File: config.mk
export PLATFORM = sky130hd
export DESIGN_NAME = velocity_command_mux
export DESIGN_NICKNAME = d
export VERILOG_FILES = /design/src/sv/vcm_pkg.sv /design/src/sv/velocity_command_mux.sv
export SDC_FILE = /design/constraint.sdc
export NUM_CORES = 1
export LEC_CHECK = 0
export BUFFER_PORTS_ARGS = -buffer_cell sky130_fd_sc_hd__buf_4
export CORE_ASPECT_RATIO = 1.1
export CORE_MARGIN = 2
export CORE_UTILIZATION = 40
export DETAILED_ROUTE_END_ITERATION = 12
export GPL_TIMING_DRIVEN = 0
export PLACE_DENSITY = 0.65
export REMOVE_ABC_BUFFERS = 1
export SYNTH_ARGS = -nofsm -noshare
export SYNTH_HDL_FRONTEND = slang
export SYNTH_SLANG_ARGS = --single-unit
File: constraint.sdc
create_clock -name i_clk -period 12.1 [get_ports i_clk]
set_input_delay 2.42 -clock i_clk [delete_from_list [all_inputs] [get_ports i_clk]]
set_output_delay 2.42 -clock i_clk [all_outputs]
set_load 0.005 [all_outputs]
File: src/sv/vcm_pkg.sv
// package for the velocity command mux: payload types, codes and defaults
package vcm_pkg;

    localparam int VEL_WIDTH_DEFAULT   = 16;
    localparam int AGE_WIDTH_DEFAULT   = 16;
    localparam int NUM_SOURCES_DEFAULT = 4;

    localparam int FIELD_WIDTH   = 16;
    localparam int LIMIT_WIDTH   = 15;
    localparam int TMO_WIDTH     = 16;
    localparam int PERIOD_WIDTH  = 16;
    localparam int SLOT_WIDTH    = 3;
    localparam int NUM_SLOTS     = 4;
    localparam int CFG_WIDTH     = 64;
    localparam int CFG_IDX_WIDTH = 3;

    localparam logic [1:0] KIND_CMD   = 2'd0;
    localparam logic [1:0] KIND_ESTOP = 2'd1;
    localparam logic [1:0] KIND_MODE  = 2'd2;
    localparam logic [1:0] KIND_TICK  = 2'd3;

    localparam logic [2:0] MODE_STOP = 3'd0;
    localparam logic [2:0] MODE_WEB  = 3'd1;
    localparam logic [2:0] MODE_AUTO = 3'd5;

    localparam logic [3:0] CODE_ESTOP    = 4'd0;
    localparam logic [3:0] CODE_STOP     = 4'd1;
    localparam logic [3:0] CODE_TIMEOUT  = 4'd2;
    localparam logic [3:0] CODE_SRC_BASE = 4'd3;
    localparam logic [3:0] CODE_ANN_BASE = 4'd7;

    localparam logic [CFG_IDX_WIDTH-1:0] CFG_MAX_FORWARD    = 3'd0;
    localparam logic [CFG_IDX_WIDTH-1:0] CFG_MAX_BACKWARD   = 3'd1;
    localparam logic [CFG_IDX_WIDTH-1:0] CFG_MAX_TURN       = 3'd2;
    localparam logic [CFG_IDX_WIDTH-1:0] CFG_SOURCE_TMO     = 3'd3;
    localparam logic [CFG_IDX_WIDTH-1:0] CFG_OUTPUT_PERIOD  = 3'd4;
    localparam logic [CFG_IDX_WIDTH-1:0] CFG_PRIORITY_ORDER = 3'd5;
    localparam logic [CFG_IDX_WIDTH-1:0] CFG_WEB_SETS_MODE  = 3'd6;

    localparam logic [LIMIT_WIDTH-1:0]       RST_MAX_FORWARD  = 15'd819;
    localparam logic [LIMIT_WIDTH-1:0]       RST_MAX_BACKWARD = 15'd328;
    localparam logic [LIMIT_WIDTH-1:0]       RST_MAX_TURN     = 15'd2867;
    localparam logic [4*TMO_WIDTH-1:0]       RST_SOURCE_TMO   = 64'd225183417375130400;
    localparam logic [PERIOD_WIDTH-1:0]      RST_OUTPUT_PERIOD = 16'd50;
    localparam logic [NUM_SLOTS*SLOT_WIDTH-1:0] RST_PRIORITY_ORDER = 12'd1665;

    localparam logic [SLOT_WIDTH-1:0] DEFAULT_ORDER [NUM_SLOTS] = '{3'd1, 3'd0, 3'd2, 3'd3};

    typedef struct packed {
        logic [1:0]         kind;
        logic [1:0]         source;
        logic signed [15:0] linear_in;
        logic signed [15:0] angular_in;
        logic               stop_flag;
        logic [2:0]         mode_code;
    } t_in_req;

    typedef struct packed {
        logic               has_twist;
        logic signed [15:0] linear_out;
        logic signed [15:0] angular_out;
        logic [3:0]         active_code;
    } t_out_req;

endpackage

File: src/sv/velocity_command_mux.sv
// velocity command mux top level: source store, age timers, selection and result register
//
// input channel i_in_valid / o_in_ready carries one request: a velocity command from
// a source, an estop event, a mode command or a tick. output channel o_out_valid /
// i_out_ready carries results: velocity with an active code, or a mode announcement.
// every request updates state in the cycle it is accepted; a request that gives a
// result presents it on the output register in the cycle after acceptance.
// throughput is one request per cycle: ready is high while the output register is
// empty or being drained, so a stalled receiver holds back only the input channel.
// the freshness check of all sources and the priority search run in parallel in the
// accepting cycle, so the selection at a tick sees the ages after that tick.
// reset (synchronous, active low) restores the register defaults, stop mode, estop
// off, no command seen from any source, all ages and the period counter at zero,
// and an empty output register.
// the configuration port writes one register per cycle at i_cfg_we, no read-back.
module velocity_command_mux #(
    parameter int NUM_SOURCES = vcm_pkg::NUM_SOURCES_DEFAULT,
    parameter int VEL_WIDTH   = vcm_pkg::VEL_WIDTH_DEFAULT,
    parameter int AGE_WIDTH   = vcm_pkg::AGE_WIDTH_DEFAULT
) (
    input  logic                                i_clk,
    input  logic                                i_rst_n,
    input  logic                                i_in_valid,
    output logic                                o_in_ready,
    input  vcm_pkg::t_in_req                    i_in_req,
    output logic                                o_out_valid,
    input  logic                                i_out_ready,
    output vcm_pkg::t_out_req                   o_out_req,
    input  logic                                i_cfg_we,
    input  logic [vcm_pkg::CFG_IDX_WIDTH-1:0]   i_cfg_index,
    input  logic [vcm_pkg::CFG_WIDTH-1:0]       i_cfg_data
);
    import vcm_pkg::*;

    localparam int CW     = ((VEL_WIDTH > FIELD_WIDTH) ? VEL_WIDTH : FIELD_WIDTH) + 1;
    localparam int AW_CMP = (AGE_WIDTH > TMO_WIDTH) ? AGE_WIDTH : TMO_WIDTH;
    localparam logic [AGE_WIDTH-1:0] AGE_MAX = {AGE_WIDTH{1'b1}};

    // configuration
    logic [LIMIT_WIDTH-1:0]            r_max_forward;
    logic [LIMIT_WIDTH-1:0]            r_max_backward;
    logic [LIMIT_WIDTH-1:0]            r_max_turn;
    logic [4*TMO_WIDTH-1:0]            r_source_tmo;
    logic [PERIOD_WIDTH-1:0]           r_output_period;
    logic [NUM_SLOTS*SLOT_WIDTH-1:0]   r_priority_order;
    logic                              r_web_sets_mode;

    // state
    logic [2:0]                        r_mode;
    logic                              r_estop;
    logic signed [VEL_WIDTH-1:0]       r_lin [NUM_SOURCES];
    logic signed [VEL_WIDTH-1:0]       r_ang [NUM_SOURCES];
    logic [NUM_SOURCES-1:0]            r_seen;
    logic [AGE_WIDTH-1:0]              r_age [NUM_SOURCES];
    logic [PERIOD_WIDTH-1:0]           r_pc;
    logic                              r_out_valid;
    t_out_req                          r_out_req;

    logic                              w_in_acc;
    logic signed [VEL_WIDTH-1:0]       w_cmd_lin;
    logic signed [VEL_WIDTH-1:0]       w_cmd_ang;
    logic [AGE_WIDTH-1:0]              w_tick_age [NUM_SOURCES];
    logic [NUM_SOURCES-1:0]            w_fresh;
    logic [7:0]                        w_fresh8;
    logic [PERIOD_WIDTH-1:0]           w_pc_inc;
    logic [PERIOD_WIDTH-1:0]           w_period_eff;
    logic                              w_period_hit;

    logic                              w_any_slot;
    logic                              w_found;
    logic [SLOT_WIDTH-1:0]             w_auto_src;
    logic [SLOT_WIDTH-1:0]             w_fixed_src;
    logic [SLOT_WIDTH-1:0]             w_sel;
    logic signed [VEL_WIDTH-1:0]       w_pick_lin;
    logic signed [VEL_WIDTH-1:0]       w_pick_ang;
    logic signed [CW-1:0]              w_lin_x;
    logic signed [CW-1:0]              w_ang_x;
    logic signed [CW-1:0]              w_lin_lo;
    logic signed [CW-1:0]              w_lin_hi;
    logic signed [CW-1:0]              w_ang_hi;
    logic signed [CW-1:0]              w_lin_c;
    logic signed [CW-1:0]              w_ang_c;
    t_out_req                          w_sel_req;

    logic [2:0]                        n_mode;
    logic                              n_estop;
    logic                              n_out_valid;
    t_out_req                          n_out_req;
    logic                              w_has_result;

    assign o_in_ready  = !r_out_valid || i_out_ready;
    assign w_in_acc    = i_in_valid && o_in_ready;
    assign o_out_valid = r_out_valid;
    assign o_out_req   = r_out_req;

    assign w_cmd_lin = VEL_WIDTH'(i_in_req.linear_in);
    assign w_cmd_ang = VEL_WIDTH'(i_in_req.angular_in);

    // ages after a tick and freshness against them
    genvar g;
    generate
        for (g = 0; g < NUM_SOURCES; g++) begin : g_src
            logic [TMO_WIDTH-1:0] w_tmo;
            assign w_tmo = r_source_tmo[TMO_WIDTH*(g % 4) +: TMO_WIDTH];
            assign w_tick_age[g] = (r_seen[g] && r_age[g] != AGE_MAX) ?
                                   r_age[g] + 1'b1 : r_age[g];
            assign w_fresh[g] = r_seen[g] &&
                                (AW_CMP'(w_tick_age[g]) <= AW_CMP'(w_tmo));
        end
    endgenerate

    assign w_fresh8     = 8'(w_fresh);
    assign w_pc_inc     = r_pc + 1'b1;
    assign w_period_eff = (r_output_period == '0) ? PERIOD_WIDTH'(1) : r_output_period;
    assign w_period_hit = w_pc_inc >= w_period_eff;

    // priority search for auto mode
    always_comb begin
        logic [SLOT_WIDTH-1:0] slot;
        w_any_slot = 1'b0;
        for (int i = 0; i < NUM_SLOTS; i++) begin
            slot = r_priority_order[SLOT_WIDTH*i +: SLOT_WIDTH];
            if (4'(slot) < 4'(NUM_SOURCES)) begin
                w_any_slot = 1'b1;
            end
        end
        w_found    = 1'b0;
        w_auto_src = '0;
        for (int i = 0; i < NUM_SLOTS; i++) begin
            slot = w_any_slot ? r_priority_order[SLOT_WIDTH*i +: SLOT_WIDTH]
                              : DEFAULT_ORDER[i];
            if (!w_found && 4'(slot) < 4'(NUM_SOURCES) && w_fresh8[slot]) begin
                w_found    = 1'b1;
                w_auto_src = slot;
            end
        end
    end

    assign w_fixed_src = r_mode - 3'd1;
    assign w_sel       = (r_mode == MODE_AUTO) ? w_auto_src : w_fixed_src;

    always_comb begin
        w_pick_lin = '0;
        w_pick_ang = '0;
        for (int j = 0; j < NUM_SOURCES; j++) begin
            if (SLOT_WIDTH'(j) == w_sel) begin
                w_pick_lin = r_lin[j];
                w_pick_ang = r_ang[j];
            end
        end
    end

    // clamp to the configured limits
    assign w_lin_x  = CW'(w_pick_lin);
    assign w_ang_x  = CW'(w_pick_ang);
    assign w_lin_lo = -CW'($signed({1'b0, r_max_backward}));
    assign w_lin_hi = CW'($signed({1'b0, r_max_forward}));
    assign w_ang_hi = CW'($signed({1'b0, r_max_turn}));
    assign w_lin_c  = (w_lin_x < w_lin_lo) ? w_lin_lo :
                      (w_lin_x > w_lin_hi) ? w_lin_hi : w_lin_x;
    assign w_ang_c  = (w_ang_x < -w_ang_hi) ? -w_ang_hi :
                      (w_ang_x > w_ang_hi) ? w_ang_hi : w_ang_x;

    always_comb begin
        w_sel_req.has_twist   = 1'b1;
        w_sel_req.linear_out  = '0;
        w_sel_req.angular_out = '0;
        w_sel_req.active_code = CODE_TIMEOUT;
        if (r_estop) begin
            w_sel_req.active_code = CODE_ESTOP;
        end else if (r_mode == MODE_STOP) begin
            w_sel_req.active_code = CODE_STOP;
        end else if (r_mode == MODE_AUTO) begin
            if (w_found) begin
                w_sel_req.linear_out  = 16'(w_lin_c);
                w_sel_req.angular_out = 16'(w_ang_c);
                w_sel_req.active_code = CODE_SRC_BASE + 4'(w_sel);
            end
        end else if (4'(w_fixed_src) >= 4'(NUM_SOURCES)) begin
            w_sel_req.active_code = CODE_STOP;
        end else if (w_fresh8[w_fixed_src]) begin
            if (w_lin_c == '0 && w_ang_c == '0) begin
                w_sel_req.active_code = CODE_ANN_BASE + 4'(r_mode);
            end else begin
                w_sel_req.linear_out  = 16'(w_lin_c);
                w_sel_req.angular_out = 16'(w_ang_c);
                w_sel_req.active_code = CODE_SRC_BASE + 4'(w_sel);
            end
        end
    end

    // request decode
    always_comb begin
        n_mode                = r_mode;
        n_estop               = r_estop;
        w_has_result          = 1'b0;
        n_out_req.has_twist   = 1'b1;
        n_out_req.linear_out  = '0;
        n_out_req.angular_out = '0;
        n_out_req.active_code = CODE_ESTOP;
        case (i_in_req.kind)
            KIND_CMD: begin
                if (4'(i_in_req.source) < 4'(NUM_SOURCES) && i_in_req.source == 2'd0 &&
                    r_web_sets_mode && (w_cmd_lin != '0 || w_cmd_ang != '0)) begin
                    n_mode = MODE_WEB;
                end
            end
            KIND_ESTOP: begin
                n_estop = i_in_req.stop_flag;
                if (i_in_req.stop_flag) begin
                    n_mode       = MODE_STOP;
                    w_has_result = 1'b1;
                end
            end
            KIND_MODE: begin
                n_mode = (i_in_req.mode_code > MODE_AUTO) ? MODE_STOP : i_in_req.mode_code;
                w_has_result          = 1'b1;
                n_out_req.has_twist   = 1'b0;
                n_out_req.active_code = CODE_ANN_BASE + 4'(n_mode);
            end
            KIND_TICK: begin
                if (w_period_hit) begin
                    w_has_result = 1'b1;
                    n_out_req    = w_sel_req;
                end
            end
            default: begin
                n_mode = r_mode;
            end
        endcase
    end

    always_comb begin
        n_out_valid = r_out_valid && !i_out_ready;
        if (w_in_acc && w_has_result) begin
            n_out_valid = 1'b1;
        end
    end

    always_ff @(posedge i_clk) begin
        if (!i_rst_n) begin
            r_max_forward    <= RST_MAX_FORWARD;
            r_max_backward   <= RST_MAX_BACKWARD;
            r_max_turn       <= RST_MAX_TURN;
            r_source_tmo     <= RST_SOURCE_TMO;
            r_output_period  <= RST_OUTPUT_PERIOD;
            r_priority_order <= RST_PRIORITY_ORDER;
            r_web_sets_mode  <= 1'b0;
        end else if (i_cfg_we) begin
            case (i_cfg_index)
                CFG_MAX_FORWARD:    r_max_forward    <= i_cfg_data[LIMIT_WIDTH-1:0];
                CFG_MAX_BACKWARD:   r_max_backward   <= i_cfg_data[LIMIT_WIDTH-1:0];
                CFG_MAX_TURN:       r_max_turn       <= i_cfg_data[LIMIT_WIDTH-1:0];
                CFG_SOURCE_TMO:     r_source_tmo     <= i_cfg_data[4*TMO_WIDTH-1:0];
                CFG_OUTPUT_PERIOD:  r_output_period  <= i_cfg_data[PERIOD_WIDTH-1:0];
                CFG_PRIORITY_ORDER: r_priority_order <=
                                        i_cfg_data[NUM_SLOTS*SLOT_WIDTH-1:0];
                CFG_WEB_SETS_MODE:  r_web_sets_mode  <= i_cfg_data[0];
                default: begin
                    r_web_sets_mode <= r_web_sets_mode;
                end
            endcase
        end
    end

    always_ff @(posedge i_clk) begin
        if (!i_rst_n) begin
            r_mode      <= MODE_STOP;
            r_estop     <= 1'b0;
            r_seen      <= '0;
            r_pc        <= '0;
            r_out_valid <= 1'b0;
            for (int i = 0; i < NUM_SOURCES; i++) begin
                r_lin[i] <= '0;
                r_ang[i] <= '0;
                r_age[i] <= '0;
            end
        end else begin
            r_out_valid <= n_out_valid;
            if (w_in_acc) begin
                r_mode  <= n_mode;
                r_estop <= n_estop;
                if (i_in_req.kind == KIND_CMD) begin
                    for (int i = 0; i < NUM_SOURCES; i++) begin
                        if (2'(i) == i_in_req.source && i < 4) begin
                            r_lin[i]  <= w_cmd_lin;
                            r_ang[i]  <= w_cmd_ang;
                            r_seen[i] <= 1'b1;
                            r_age[i]  <= '0;
                        end
                    end
                end
                if (i_in_req.kind == KIND_TICK) begin
                    r_pc <= w_period_hit ? '0 : w_pc_inc;
                    for (int i = 0; i < NUM_SOURCES; i++) begin
                        r_age[i] <= w_tick_age[i];
                    end
                end
            end
        end
    end

    always_ff @(posedge i_clk) begin
        if (w_in_acc && w_has_result) begin
            r_out_req <= n_out_req;
        end
    end

    // checks
    generate
        for (g = 0; g < NUM_SOURCES; g++) begin : g_chk
            a_unseen_age_zero: assert property (@(posedge i_clk) disable iff (!i_rst_n)
                !r_seen[g] |-> r_age[g] == '0)
                else $error("age moved on a source that never sent a command");
        end
    endgenerate

    a_estop_result: assert property (@(posedge i_clk) disable iff (!i_rst_n)
        w_in_acc && i_in_req.kind == KIND_ESTOP && i_in_req.stop_flag |=>
        o_out_valid && o_out_req.active_code == CODE_ESTOP && r_mode == MODE_STOP)
        else $error("estop request did not give an estop result");

    a_estop_zero: assert property (@(posedge i_clk) disable iff (!i_rst_n)
        o_out_valid && o_out_req.active_code == CODE_ESTOP |->
        o_out_req.linear_out == '0 && o_out_req.angular_out == '0)
        else $error("nonzero velocity under estop");

    a_announce_no_twist: assert property (@(posedge i_clk) disable iff (!i_rst_n)
        o_out_valid && !o_out_req.has_twist |-> o_out_req.active_code >= CODE_ANN_BASE)
        else $error("result without velocity carries a selection code");

    a_tick_emit: assert property (@(posedge i_clk) disable iff (!i_rst_n)
        w_in_acc && i_in_req.kind == KIND_TICK && w_period_hit |=>
        o_out_valid && o_out_req.has_twist && r_pc == '0)
        else $error("period expiry gave no selection result");

endmodule

==> Yosys cells after proc, flatten, opt, wreduce, memory -nomap -nowiden <==
Memory sizes are Yosys's and may differ from the RTL's.
Cells that the tools add are included.
{ "word_totals": {"regBits": 200, "mem_bits_rw": 192, "mem_count": 3} }
{ "op_classes": {"n_addsub": 11, "n_lt_le_gt_ge": 24, "n_eq_ne": 22, "mux": 106, "bitwise": 18, "n_reduce_logical": 54} }
{ "memory_table": {"columns": ["memory", "words", "width", "read_ports", "rd_ports_with_merged_regs", "wr", "line_no", "source"], "rows": [
  ["r_age", 4, 16, 4, 0, 4, "velocity_command_mux.sv:54", "logic [AGE_WIDTH-1:0] r_age [NUM_SOURCES];"],
  ["r_ang", 4, 16, 4, 0, 4, "velocity_command_mux.sv:52", "logic signed [VEL_WIDTH-1:0] r_ang [NUM_SOURCES];"],
  ["r_lin", 4, 16, 4, 0, 4, "velocity_command_mux.sv:51", "logic signed [VEL_WIDTH-1:0] r_lin [NUM_SOURCES];"]
]} }
{ "op_table": {"columns": ["op", "count"], "rows": [
  ["16-bit two-way mux", 30],
  ["36-bit two-way mux", 3],
  ["16-bit by 1-bit adder with 16-bit output, second input constant", 5],
  ["17-bit two-way mux", 4],
  ["16-bit <= comparator", 4],
  ["32-bit two-way mux", 2],
  ["16-bit inequality test, second input constant", 4],
  ["1-bit two-way mux", 41],
  ["3-bit two-way mux", 12],
  ["17-bit logical NOT", 2],
  ["16-bit by 17-bit < comparator with 1-bit output", 2],
  ["15-bit negator with 17-bit output", 2],
  ["16-bit greater-than comparator", 2],
  ["16-bit nonzero test", 2],
  ["3-bit < comparator, second input constant", 8],
  ["1-bit logical AND", 21],
  ["3-bit by 4-bit < comparator with 1-bit output, second input constant", 5],
  ["4-bit two-way mux", 5],
  ["2-bit AND reduction", 9],
  ["16-bit >= comparator", 1],
  ["16-bit logical NOT", 1],
  ["1-bit OR", 16],
  ["1-bit binary-select mux with 3-bit select", 5],
  ["3-bit == test, second input constant", 4],
  ["other kinds (27)", 45]
]} }

==> Depth between registers and ports, before layout <==
Gate-level depths: netlist of the first run.
{ "logic_depth": {"depth_word": 41, "ltp_mapped": 44, "mapped_depth_nobuf": 38} }

==> Least setup slack after synthesis of the first run <==
No wires, ideal clock.
{ "synth_path": {"path_type": "register to register", "start": "memory r_age[2][4] (netlist bit)", "end": "register r_out_req, in the netlist o_out_req[16] (data pin)", "setup_time_ns": 0.280, "arrival_time_ns": 9.141, "required_ns": 11.820, "setup_slack_ns": 2.679, "stages_incl_launch_ff": 44, "n_path_buf": 6, "synth_period_minus_slack_ns": 9.421, "path_cell_list": "dfxtp_1 > clkbuf_1 > and3_1 > and3_1 > a21boi_1 > nand2_1 > nor2_1 > and3_1 > and3_1 > nand3_1 > xnor2_1 > ha_1 > nand4_1 > nor4_1 > and3_1 > a31oi_1 > and2_1 > a2111oi_0 > [... 8 more ...] > buf_1 > a221oi_1 > nor3_1 > a21oi_1 > nor2_1 > ha_1 > a41o_1 > a21oi_1 > o2bb2ai_1 > or3_1 > clkbuf_8 > or3_2 > o221a_2 > or4b_4 > or3_4 > o21ai_4 > buf_12 > a211oi_2"} }
{ "synth_rtl": {"columns": ["element", "line_no", "source"], "rows": [
  ["from (decl)", "velocity_command_mux.sv:54", null],
  ["to (signal assigned)", "velocity_command_mux.sv:305", "r_out_req <= n_out_req;"],
  ["to (decl)", "velocity_command_mux.sv:57", "t_out_req r_out_req;"]
]} }

==> results of run 1 <==
layout make-up:
type | instances | area, sq um | share of cell area [%]
repair inverters | 1 | 7.507 | 0.02846
clock buffers | 51 | 1157 | 4.388
repair buffers | 181 | 1639 | 6.214
inverters | 139 | 528.0 | 2.002
well taps | 744 | 930.9 | 3.529
clock inverters | 23 | 295.3 | 1.119
diodes | 3 | 7.507 | 0.02846
multi-input cells | 1832 | 11830 | 44.86
flip-flops and latches | 392 | 9980 | 37.83
routing by layer:
metal,track usage (%),wire (um)
met5,0,117
met4,8.627,2297
met3,4.133,4859
met2,35.20,30240
met1,29.67,29200
where the power goes:
group	switching (mW)	internal, mW	total (mW)
sequential	0.0244	1.44	1.47
clock	0.550	0.829	1.38
combinational	0.268	0.152	0.420
total	0.843	2.42	3.27
final timing paths:
| kind | end | slack [ns] | cells after the start |
|---|---|---|---|
| max | o_out_req[3] | 0.53 | 38 |
| min | r_source_tmo[54] | 0.46 | 2 |
| max reg2reg | o_out_req[3] | 0.53 | 38 |
| min reg2reg | r_source_tmo[54] | 0.46 | 2 |
stage by stage:
step	cell area, sq um	utilization [%]	worst slack (ns)	power, mW	hold slack [ns]
CTS	26170	46.71	0.06691	3.270	0.4555
finish	26380	47.09	0.5282	3.266	0.4551
detailed placement	24590	43.90	-1.357	1.884	0.4475
global route	26380	47.08	-0.01636	3.368	0.4723
global placement	24100	43.02	-3.533	1.861	0.4453
floorplan	22040	-	0.9197	1.709	0.4363
cell families after synthesis:
family          count (synthesis)  share of synthesized area [%]
compound gates                498                          14.31
simple gates                 1046                          22.86
flops                         392                          44.14
xor+xnor                      109                          4.223
fa+ha+maj                     163                          9.021
mux                            14                         0.6531
buf+inv                       264                          4.793
registers in the layout, summed over array words and instances (netlist names), 3 cells and up:
signal	cells
r_age	64
r_ang	64
r_lin	64
r_source_tmo	64
o_out_req	37
r_output_period	16
r_pc	16
r_max_backward	15
r_max_forward	15
r_max_turn	15
r_priority_order	12
r_seen	4
r_mode	3
critical path: cells and delay by family (launching register included):
family / cells / cell delay [ns]
AND/OR/NAND/NOR: 19 / 5.79
AO/OA/AOI/OAI: 14 / 3.79
adder cells (fa/ha/maj): 3 / 0.91
flip-flops: 1 / 0.38
buffers and inverters: 1 / 0.23
XOR/XNOR: 1 / 0.16
repair_timing:
item                                    4_1_cts  5_1_grt
endpoints found under the setup margin       36       36
gates cloned                                  2        1
pin swaps                                     2        3
gates resized for setup                      11       18
buffers inserted                              4       10
cells in the final DEF, fill, tap and decap left out, drive strengths merged, types with 52 or more instances in the layout:
cell / Yosys / layout
inv: 139 / 140
edfxtp: 213 / 213
o211ai: 55 / 55
dfxtp: 179 / 179
xnor2: 55 / 55
nor2b: 64 / 64
nand2: 407 / 407
xor2: 54 / 54
and3: 153 / 153
o21ai: 51 / 52
nor3: 54 / 54
buf: 12 / 181
ha: 163 / 163
a21oi: 224 / 224
nor2: 145 / 145
nand3: 56 / 56
==> flow_results.org, run 1 <==
** Outcome
- The flow ran to the end, and the final reports show no timing, DRC or antenna violations.

** Drt
- After the first detailed-routing iteration, the DRC count stood at roughly 1700.
- Number of iterations in the first detailed-routing pass :: 6
- In this run the remaining antenna-violating nets after routing total 0.
- Routed wire length per instance :: about 20 um
- Total via count after detailed routing :: about 19000
- Total DRC errors in the routed layout :: 0
- Wires add up to roughly 67000 um.
- Vias per Instance :: approximately 5.7

** Critical path
- Critical path data required time :: 12.39 ns
- STA classifies the critical path endpoint as a flop.
- Data arrives at the worst endpoint at 11.87 ns.
- Crit Path Category :: reg2reg
- The worst setup path is launched from a flop.
- In this run the critical register-to-register path is launched from r_age[2][4].
- By instance count, the cell type seen most on the critical path is sky130_fd_sc_hd__and3_1.
- Tracing the worst setup path back leads to its startpoint at r_age[2][4].
- Maximum net fanout on the critical path :: 14
- Slowest Stage Delay on Critical Path :: around 0.59 ns
- On the critical path, the stage with the largest delay is an instance of sky130_fd_sc_hd__o41ai_2.

** GRT
- Entering global routing, the biggest net connects 130 pins.
- Global Route Usage Sum :: between 20% and 30%
- The via count of the first global-routing pass is about 18000.
- First-pass GRT wire length :: 101200 um
- The initial antenna violation count came to 13.
- Overflow after GRT :: 0

** Synth
- Predominant post-synthesis flop cell :: sky130_fd_sc_hd__edfxtp_1
- Synth cell count leaders :: sky130_fd_sc_hd__nand2_1 (407), sky130_fd_sc_hd__a21oi_1 (217), sky130_fd_sc_hd__edfxtp_1 (213)
- Among all cell types in the netlist, the one instantiated most often is sky130_fd_sc_hd__nand2_1.
- Syn Inst Count :: roughly 2500
- Summing every instance area after synthesis gives approximately 23000 sq um.
- Cell types occupying the most area after synthesis :: sky130_fd_sc_hd__edfxtp_1 (28%), sky130_fd_sc_hd__dfxtp_1 (16%), sky130_fd_sc_hd__ha_1 (9.0%), sky130_fd_sc_hd__nand2_1 (6.8%), sky130_fd_sc_hd__a21oi_1 (4.8%)
- Sequential share of the synthesized area :: between 40 and 50%
- Number of synthesized flops with an enable pin :: 213
- Post-synth top area share :: ~28%
- Of all cell types, the one taking the most synthesized area is sky130_fd_sc_hd__edfxtp_1.
- Avg Cell Area, Syn :: 9.094 sq um
- Proportion of synthesized flip-flops having asynchronous set or reset :: 0%
- Yosys printed 0 warnings.
- After synthesis the netlist holds a flip-flop and latch count of 392.
- The number of different library cells used by synthesis comes to between 90 and 100.

** Placed design
- Detailed placement finished with a half-perimeter wire length of 45700 um.
- RD Place Congestion :: just over 0.9
- Total placed cells including tap cells :: 3272
- Number of buffers inserted by port buffering :: 150

** Timing
- Final setup violation count :: 0
- The worst path in the final design needs a cycle of ~12 ns, including I/O delays and setup.
- The final critical path takes up between 90% and 100% of the cycle.
- For this run, the top clock speed supported by timing is 86.42 MHz.
- Worst slew margin :: between 2 and 3%
- Final setup TNS :: 0 ns
- The final max-slew violation count was 0.
- For the pin with the worst max-slew slack, the measured transition is about 1.5 ns.
- Fin Clk Skew :: between 0.015 and 0.02 ns
- The hold violation total from the final report was 0.

** Min path
- Worst min-delay path category :: reg2reg
- In this run the most critical hold path is launched from r_source_tmo[54].

** Clock network
- No sink is reached through more buffers than the 3 on the longest clock path.
- The clock reaches the later pin of the worst-skew pair after 0.58 ns.
- Clock slew at the register clock pins of the worst setup and hold paths :: ~0.060 ns
- TritonCTS created between 40 and 50 clock buffers.
- Htree depth :: 2
- After clock tree synthesis, the flow added hold-fix buffers numbering 0.
- Clock tree root buffer cell :: sky130_fd_sc_hd__clkbuf_16
- For this design, the sink count on the clock tree is about 390.
- CTS tree :: yes

** Floorplan
- Count of boundary I/O pins :: 151
- Placeable core region :: 56020 sq um
- Number of placement rows :: 91
- Height of the die :: 253.3 um
- Effective utilization at floorplan :: about two fifths
- Die outline area :: about 60000 sq um
- The die is between 200 and 250 um wide.

** Pwr
- Leakage power of the design :: 10.78 nW
- Across the VDD grid, the largest voltage drop is 0.08419 mV.
- Power Dens Cells :: 123.8 nW/um^2

** Layout
- The layout has roughly 5200 filler cells.
- Area growth from synthesis to layout :: 16.68%
- Ratio of cells with drive above 1 in the final layout :: a little over an eighth
- In the final design database the tool counted between 2000 and 3000 nets.
- Leaving out filler cells and counting taps, the final layout contains approximately 3400.

** Run
- MaxCap Viol Count :: 0
No activity file was read; power rests on OpenSTA's default activity.
==> run 2: changes to the inputs <==
--- a/config.mk
+++ b/config.mk
@@ -8,10 +8,10 @@
 export BUFFER_PORTS_ARGS = -buffer_cell sky130_fd_sc_hd__buf_4
 export CORE_ASPECT_RATIO = 1.1
 export CORE_MARGIN = 2
-export CORE_UTILIZATION = 40
+export CORE_UTILIZATION = 60
 export DETAILED_ROUTE_END_ITERATION = 12
 export GPL_TIMING_DRIVEN = 0
-export PLACE_DENSITY = 0.65
+export PLACE_DENSITY = 0.87
 export REMOVE_ABC_BUFFERS = 1
 export SYNTH_ARGS = -nofsm -noshare
 export SYNTH_HDL_FRONTEND = slang
==> run 2 against run 1 <==
Compared with the run above: largest power group unchanged; utilization up 22 points; final area down 2.4%; clock skew rose by 0.0011 ns; non-clock buffer count shrank 3; highest routed layer unchanged; combinational power shrank 2%; via count increased by 1.8%; wire length is 5.9% lower; sequential cell count unchanged; critical endpoint is now o_out_req[1]; die area down 33%; global-route usage up 9.0 points; final cell count shrank 7.6%.
==> flow_results.org, run 2 (same netlist as run 1, synthesis figures left out) <==
** Drt
- Total via count after detailed routing :: 19480 (was 19140)
- Total DRC errors in the routed layout :: 0 (unchanged)
- The post-detailed-routing wire length was 62780 um (was 66710 um).
- Number of design-rule violations left by the first detailed-router iteration :: 2156 (was 1709)
- Routed wire length per instance :: 20.19 um (was 19.82 um)
- Post-detailed-route count of antenna-violating nets :: 0 (unchanged)
- The routed via count divided by cell count is 6.264 (was 5.687).
- Number of iterations in the first detailed-routing pass :: 7 (was 6)

** Clock network
- Clock Path Buffers :: 3 (unchanged)
- Htree depth :: 2 (unchanged)
- The CTS sink count is 392 (unchanged).
- The clock transition at the register clock pins on the worst setup and hold paths after CTS is 0.06 ns (about the same).
- The TritonCTS clock tree is yes (unchanged).
- CTS Buf Count :: 40 (was 42)
- The clock tree root driver cell is sky130_fd_sc_hd__clkbuf_16 (unchanged).
- The insertion delay to the later sink of the worst-skew pair was 0.55 ns (was 0.58 ns).

** Critical path
- The internal reg-to-reg setup slack came to 0.42 ns (was 0.53 ns).
- The critical path startpoint category is a flop (unchanged).
- Most repeated library cell on the critical path :: sky130_fd_sc_hd__and3_1 (unchanged)
- The type of the worst setup path is reg2reg (unchanged).
- Maximum net fanout on the critical path :: 26 (was 14)
- The kind of end point of the critical path was a flop (unchanged).
- Slowest Stage Delay on Critical Path :: 0.71 ns (was 0.59 ns)
- End of the worst register-to-register path :: o_out_req[1] (was o_out_req[3])
- The worst reg2reg path depth was 37 (was 38).
- The slowest stage cell on the critical path is sky130_fd_sc_hd__or3_2 (was sky130_fd_sc_hd__o41ai_2).
- The arrival time at the worst endpoint was 11.95 ns (was 11.87 ns).
- The worst path required time came to 12.37 ns (was 12.39 ns).
- Worst reg2reg path startpoint :: r_age[2][4] (unchanged)

** Pwr
- Power spent charging and discharging nets :: 0.8162 mW (was 0.8427 mW)
- Max IR drop VDD :: 0.09560 mV (was 0.08419 mV)
- The internal portion of total power was 2.259 mW (was 2.423 mW).
- Part of the power in the clock network :: 39.0% (was 42.2%)
- The combinational share of power is 13.3% (was 12.9%).
- The ratio of total power to cell area was 119.5 nW/um^2 (was 123.8 nW/um^2).
- Overall Power :: 3.075 mW (was 3.266 mW)
- Switching share of power :: 26.54% (was 25.80%)
- Part of the total power dissipated in sequential elements :: 47.7% (was 44.9%)
- The leakage dissipation came to 10.64 nW (was 10.78 nW).

** Floorplan
- Number of placement rows :: 74 (was 91)
- The starting density of the core was 60.89% (was 40.36%).
- The top-level I/O count was 151 (unchanged).
- The area enclosed by the die boundary came to 39250 sq um (was 58440 sq um).
- The horizontal die dimension is 189.1 um (was 230.7 um).
- Height of the die :: 207.6 um (was 253.3 um)
- The placeable core region was 37130 sq um (was 56020 sq um).

** Timing
- Final min period :: 11.68 ns (was 11.57 ns)
- The setup violation total in the final timing report was 0 (unchanged).
- Worst-margin pin slew :: 1.400 ns (was 1.458 ns)
- The hold violation total from the final report came to 0 (unchanged).
- Final period utilization :: 96.53% (was 95.63%)
- Final Slew Violations :: 0 (unchanged)
- Fin Clk Skew :: 0.01634 ns (was 0.01519 ns)
- The maximum frequency from static timing analysis was 85.61 MHz (was 86.42 MHz).
- Setup repair after global routing left no endpoint under its margin.
- The headroom to the max-slew limit is 6.642% (was 2.806%).

** GRT
- First-pass GRT wire length :: 97660 um (was 101200 um)
- Number of global-route vias before repair :: 18700 (was 18160)
- Number of antenna violations at the first check in global routing :: 3 (was 13)
- Maximum number of pins on one net before global-route repair :: 173 (was 130)
- The global route total overflow came to 0 (unchanged).
- The global-route usage over all layers is 31.08% (was 22.09%).

** Layout
- Leading cell types in the layout, fill and taps excluded :: sky130_fd_sc_hd__nand2_1 (403), sky130_fd_sc_hd__a21oi_1 (217), sky130_fd_sc_hd__edfxtp_1 (213), sky130_fd_sc_hd__dfxtp_1 (179), sky130_fd_sc_hd__ha_1 (160) (was sky130_fd_sc_hd__nand2_1 (403), sky130_fd_sc_hd__a21oi_1 (217), sky130_fd_sc_hd__edfxtp_1 (213), sky130_fd_sc_hd__dfxtp_1 (179))
- The number of nets in the layout was 2859 (was 2864).
- Leading cell type in the layout, fill and taps excluded :: sky130_fd_sc_hd__nand2_1 (unchanged)
- The register area was 9980 sq um (unchanged).
- Footprint of the multi-input gates :: 11770 sq um (was 11830 sq um)
- The area growth from synthesis to layout came to 13.83% (was 16.68%).
- The post-route non-filler standard cell count came to 3110 (was 3366).
- Ratio of cells with drive above 1 in the final layout :: 12.28% (was 13.02%)
- The fill cell total of the finished layout is 2658 (was 5226).

** Placed design
- The final estimated routing congestion in global placement was 0.9706 (was 0.9336).
- The final HPWL from detailed placement was 43250 um (was 45700 um).
- The count of port buffers added during placement was 150 (unchanged).
- Total placed cells including tap cells :: 3021 (was 3272)

** Run
- The number of max-cap violations is 0 (unchanged).

** Outcome
- Outcome :: finished clean (unchanged)

** Min path
- Worst min-delay path category :: reg2reg (unchanged)
- The startpoint of the most critical hold path is r_source_tmo[27] (was r_source_tmo[54]).
- Endpoint, Worst Hold :: r_source_tmo[27] (was r_source_tmo[54])
- The hold path depth is 2 (unchanged).
-- run 2: changes by cell type in the layout (fill, tap and decap cells not counted), sizes merged --
cell,change
bufinv,-7
clkinv,-3
clkbuf,+5
clkinvlp,+2
buf,-4
inv,+1
-- run 2: worst max path at each step --
stage / startpoint / to / slack [ns] / cells past startpoint
after global placement: r_age[2][4] / o_out_req[2] / -2.89 / 35
final: r_age[2][4] / o_out_req[1] / 0.42 / 37
after global routing: r_age[2][4] / o_out_req[1] / 0.11 / 38
after CTS: r_age[2][4] / o_out_req[3] / 0.009 / 38
after floorplan: r_age[2][4] / o_out_req[11] / 0.92 / 37
after detailed placement: r_age[2][5] / o_out_req[2] / -1.04 / 37
-- run 2: timing repair --
| action | 4_1_cts | 5_1_grt |
|---|---|---|
| pin swaps | 2 | 3 |
| gates cloned | 3 | 0 |
| setup buffers | 3 | 7 |
| hold buffers | 0 | 0 |
| endpoints found under the setup margin | 36 | 36 |
| resized for setup | 10 | 8 |
-- run 2: critical path, delay by kind of cell (launching register included) --
kind	cells	cell delay, ns
DFF	1	0.38
and+or+nand+nor	18	5.18
muxes	1	0.35
adders and majority gates	3	1.18
AOI/OAI and AO/OA	13	3.72
buffers and inverters	1	0.41
xor gates and xnor gates	1	0.15
-- run 2: final cells by class --
class / instances / share of cell area, %
diodes: 3 / 0.02917
clock buffers: 55 / 4.468
clock inverters: 16 / 0.4084
inverters: 139 / 2.052
multi-input cells: 1832 / 45.73
flip-flops and latches: 392 / 38.78
well taps: 494 / 2.402
repair buffers: 178 / 6.097
repair inverters: 1 / 0.02917
-- run 2: per-stage QoR --
stage	cell area (sq um)	setup TNS [ns]	setup WS [ns]	hold slack, ns	utilization (%)
floorplan	22040	0	0.9197	0.4363	-
global placement	23790	-97.12	-2.893	0.4445	64.07
detailed placement	24210	-30.27	-1.037	0.4470	65.21
CTS	25590	0	0.009180	0.4548	68.92
global route	25730	0	0.1083	0.4692	69.30
finish	25730	0	0.4196	0.4551	69.31
-- run 2: power by group through the flow --
stage | clock network, mW | logic, mW | registers [mW]
after global placement | 0 | 0.353 | 1.49
after CTS | 1.20 | 0.392 | 1.47
after global routing | 1.25 | 0.442 | 1.47
after floorplan | 0 | 0.221 | 1.49
after detailed placement | 0 | 0.380 | 1.49
final | 1.20 | 0.410 | 1.47
-- run 2: layer usage --
metal | vias up | global-route usage, % | share of wire [%]
met5 | - | 0 | 0.043
li1 | 9119 | - | -
met4 | 4 | 12.04 | 4.1
met3 | 195 | 6.036 | 10
met1 | 9227 | 40.76 | 39
met2 | 936 | 50.81 | 46
